$ cat config.mk
export PLATFORM = sky130hd
export DESIGN_NAME = ssf_ram
export DESIGN_NICKNAME = d
export VERILOG_FILES = /design/src/design/ssf_ram.sv
export SDC_FILE = /design/constraint.sdc
export NUM_CORES = 2
export LEC_CHECK = 0
export BUFFER_PORTS_ARGS = -buffer_cell sky130_fd_sc_hd__buf_2
export CORE_MARGIN = 2
export CORE_UTILIZATION = 30
export CTS_BUF_LIST = sky130_fd_sc_hd__clkbuf_4 sky130_fd_sc_hd__clkbuf_8
export CTS_CLUSTER_SIZE = 14
export DETAILED_ROUTE_END_ITERATION = 16
export MAX_ROUTING_LAYER = met4
export PLACE_DENSITY = 0.54
export SLEW_MARGIN = 20
export SYNTH_ARGS = -nofsm -noshare
export SYNTH_HDL_FRONTEND = slang
export SYNTH_SLANG_ARGS = --single-unit
export TNS_END_PERCENT = 10
$ cat constraint.sdc
create_clock -name clk -period 3.3 [get_ports clk]
set_input_delay 0.33 -clock clk [delete_from_list [all_inputs] [get_ports clk]]
set_output_delay 0.33 -clock clk [all_outputs]
set_load 0.01 [all_outputs]
$ cat src/design/ssf_ram.sv
// ----------------------------------------------------------------------------
// ssf_ram
// Generic single-port-write, single-port-read RAM with registered read data.
// ----------------------------------------------------------------------------
module ssf_ram #(
  parameter int WIDTH = 8,
  parameter int DEPTH = 256
) (
  input  logic                     clk,
  input  logic                     we,
  input  logic [$clog2(DEPTH)-1:0] waddr,
  input  logic [WIDTH-1:0]         wdata,
  input  logic                     re,
  input  logic [$clog2(DEPTH)-1:0] raddr,
  output logic [WIDTH-1:0]         rdata
);

  logic [WIDTH-1:0] mem [DEPTH];

  always_ff @(posedge clk) begin
    if (we) begin
      mem[waddr] <= wdata;
    end
    if (re) begin
      rdata <= mem[raddr];
    end
  end

endmodule

==> flow_summary.json <==
{
  "grt_usage_pct": 16.06,
  "vias": 40840,
  "fin_crit_ps": 3016,
  "powerDensity_nw_per_um2": 569.7,
  "whs_ps": 113.6,
  "ys_ff_latch": 2056,
  "leakage_uw": 0.02983,
  "ir_drop_v": 0.0004572,
  "top_level_ports": 35,
  "cp_max_fo": 1,
  "use_met1_pct": 20.94,
  "critPathKind": "reg2reg",
  "grt_pass1_wl_mm": 305.5,
  "use_met2_pct": 25.44,
  "path_clk_slew_ps": 60,
  "dieArea_um2": 269600,
  "seqCellArea_um2": 61740,
  "hpwl_mm": 135.7,
  "initial_core_util_pct": 30.09,
  "core_um2": 264600,
  "synthTopCellsByArea": "edfxtp_1, mux4_2, mux2i_1",
  "layout_setup_ws_ps": 283.7,
  "crit_slowest_cell": "nor3_1",
  "grt_setup_unrepaired": "no",
  "synthToLayoutAreaGrowth_pct": 18.18,
  "layout-drive-gt1-share_pct": 33.11,
  "rows": 189,
  "antenna_found_initial": 14,
  "cp_num_buf_inv": 1,
  "path_cells": "mux4_2 > a22o_1 > a221oi_1 > o32ai_1 > nor3_1 > buf_4 > nor4_1",
  "yosys.area.top_type": "edfxtp_1",
  "netlist_area_um2": 79640,
  "fin_worst_skew_ps": 88.89,
  "htree_levels": 5,
  "drt_iter0_drc": 4355,
  "max_clock_freq_mhz": 331.5,
  "worstPathRequired_ps": 4040,
  "report.final.slew_viol_count": 0,
  "synth_common_cells": "edfxtp_1, mux4_2, nor2_1",
  "grt_pass1_vias": 41840,
  "numCtsBuffers": 358,
  "wl_per_cell_um": 26.14,
  "tightest_slew_ps": 1015,
  "viasPerCell": 4.980,
  "drc": 0,
  "syn-num-nets": 3760,
  "clock_latency_ps": 1050,
  "relSlewSlack_pct": 32.32,
  "ys_warn_count": 0,
  "critPathCapture": "rdata[5]",
  "ys.flop_type": "edfxtp_1",
  "clk_path_buf_depth": 4,
  "setup_viol": 0,
  "first_pass_iters": 7,
  "path_depth": 7,
  "nFillCells": 24480,
  "startpoint": "mem[83][5]",
  "postPlaceCellArea_um2": 87380,
  "synth_most_common_cell": "edfxtp_1",
  "num-nets-final": 4445,
  "stdcell_area_um2": 94120,
  "die_h_um": 519.2,
  "grt_max_degree": 105,
  "cp.arrival_ps": 3750,
  "grt.busiest_layer": "met2",
  "finalSetupTns_ps": 0,
  "syn_avg_cell_area_um2": 21.33,
  "ant_nets": 0,
  "drv_cap": 0,
  "start_kind": "register",
  "max_stage_delay_ps": 630,
  "grt_overflow": 0,
  "totalWireLength_mm": 214.4,
  "synth-seq-area-share_pct": 77.53,
  "cts.sink_count": 2056,
  "synth-edff-count": 2056,
  "reg2reg_depth": 7,
  "cts_tree": "built",
  "gp_congestion": 0.8378,
  "status": "completed",
  "r2r_start": "mem[83][5]",
  "grtUsageMet3_pct": 2.973,
  "port_buffers": 34,
  "crit_family": "compound AO/OA/AOI/OAI gates",
  "reg2reg_slack_ps": 280,
  "yosysUniqueCellTypes": 54,
  "cts_setup_buffers": 0,
  "rr_endpoint": "rdata[5]",
  "synthCells": 3733,
  "hp-class": "in2reg",
  "multi_input_area_um2": 16490,
  "fin_crit_sh_pct": 91.40,
  "place_ws_ps": -401.5,
  "root_buffer": "clkbuf_8",
  "worstSetupEndpointType": "register",
  "async_flop_share_pct": 0,
  "synth_top_area_share_pct": 77.53,
  "die_w_um": 519.2,
  "hold_viol_final": 0
}
## worst min-delay path: stages
cell and delay [ps]:
buf_2 170, nor2b_1 180, nand2_1 160, nor2_1 100
## timing repair
item	CTS	global route
resized for setup	0	0
hold endpoints to repair	959	0
hold buffers	15	0
## cells in the final DEF (no fill, tap or decap), types with 22 or more instances in the layout
| cell type | Yosys | routed |
|---|---|---|
| o221ai_1 | 46 | 46 |
| clkbuf_8 | 0 | 364 |
| nand2_1 | 33 | 33 |
| a22oi_1 | 133 | 133 |
| buf_2 | 31 | 22 |
| clkbuf_4 | 0 | 111 |
| nor2b_1 | 31 | 28 |
| mux4_2 | 454 | 454 |
| edfxtp_1 | 2056 | 2056 |
| nand3_1 | 34 | 34 |
| nor4_1 | 24 | 24 |
| buf_12 | 8 | 50 |
| clkinv_1 | 1 | 79 |
| mux2i_1 | 134 | 134 |
| nor3_1 | 22 | 22 |
| nor2_1 | 282 | 279 |
| o22ai_1 | 28 | 28 |
| a21oi_1 | 96 | 96 |
| clkinv_2 | 0 | 36 |
| buf_4 | 27 | 461 |
## worst min path at each step
| stage | slack [ps] | startpoint | depth (start not counted) | end |
|---|---|---|---|---|
| 6_report | 110 | waddr[7] | 4 | mem[130][7] |
| 5_1_grt | 70 | waddr[7] | 4 | mem[130][7] |
| 4_1_cts | 7 | waddr[7] | 4 | mem[130][7] |
| 3_5_place_dp | 750 | re | 1 | rdata[2] |
| 3_3_place_gp | 740 | re | 1 | rdata[7] |
| 2_1_floorplan | 430 | wdata[0] | 0 | mem[0][0] |
## layout make-up
class	count	area share, %
Clock buffer	475	6.208
Tap cell	3533	4.697
Sequential cell	2056	65.60
Clock inverter	130	0.7751
Multi-Input combinational cell	1442	17.52
Inverter	2	0.007977
Timing Repair Buffer	558	5.177
Antenna cell	5	0.01329
## routing by layer
| layer | part of all wire (%) | vias up |
|---|---|---|
| li1 | - | 17120 |
| met2 | 49 | 1546 |
| met5 | 0 | - |
| met4 | 2.9 | 0 |
| met1 | 41 | 21770 |
| met3 | 6.7 | 399 |
## cell families (layout without fill, tap and decap cells)
family,after synthesis,in the layout,share of synthesized area [%]
DFF,2056,2056,77.53
other,0,5,0
buffers and inverters,235,1165,1.829
muxes,591,591,14.60
and+or+nand+nor,466,466,2.625
AOI/OAI and AO/OA,385,385,3.416
## report_power, final
| part | internal [uW] | switching [uW] |
|---|---|---|
| clock network | 11900 | 10000 |
| logic | 1050 | 1790 |
| registers | 28800 | 38.8 |
## flip-flops by register name, indices dropped and copies added, names as in the netlist
name and cells:
mem 2048, rdata 8
## stage by stage
step	total power [uW]	instances	utilization [%]
floorplan	30780	3733	-
global placement	32230	7576	33.02
detailed placement	32260	7576	33.02
finish	53620	8201	35.57
global route	55330	8200	35.57
CTS	54200	8196	35.56
Power figures use the tool's default switching activity.
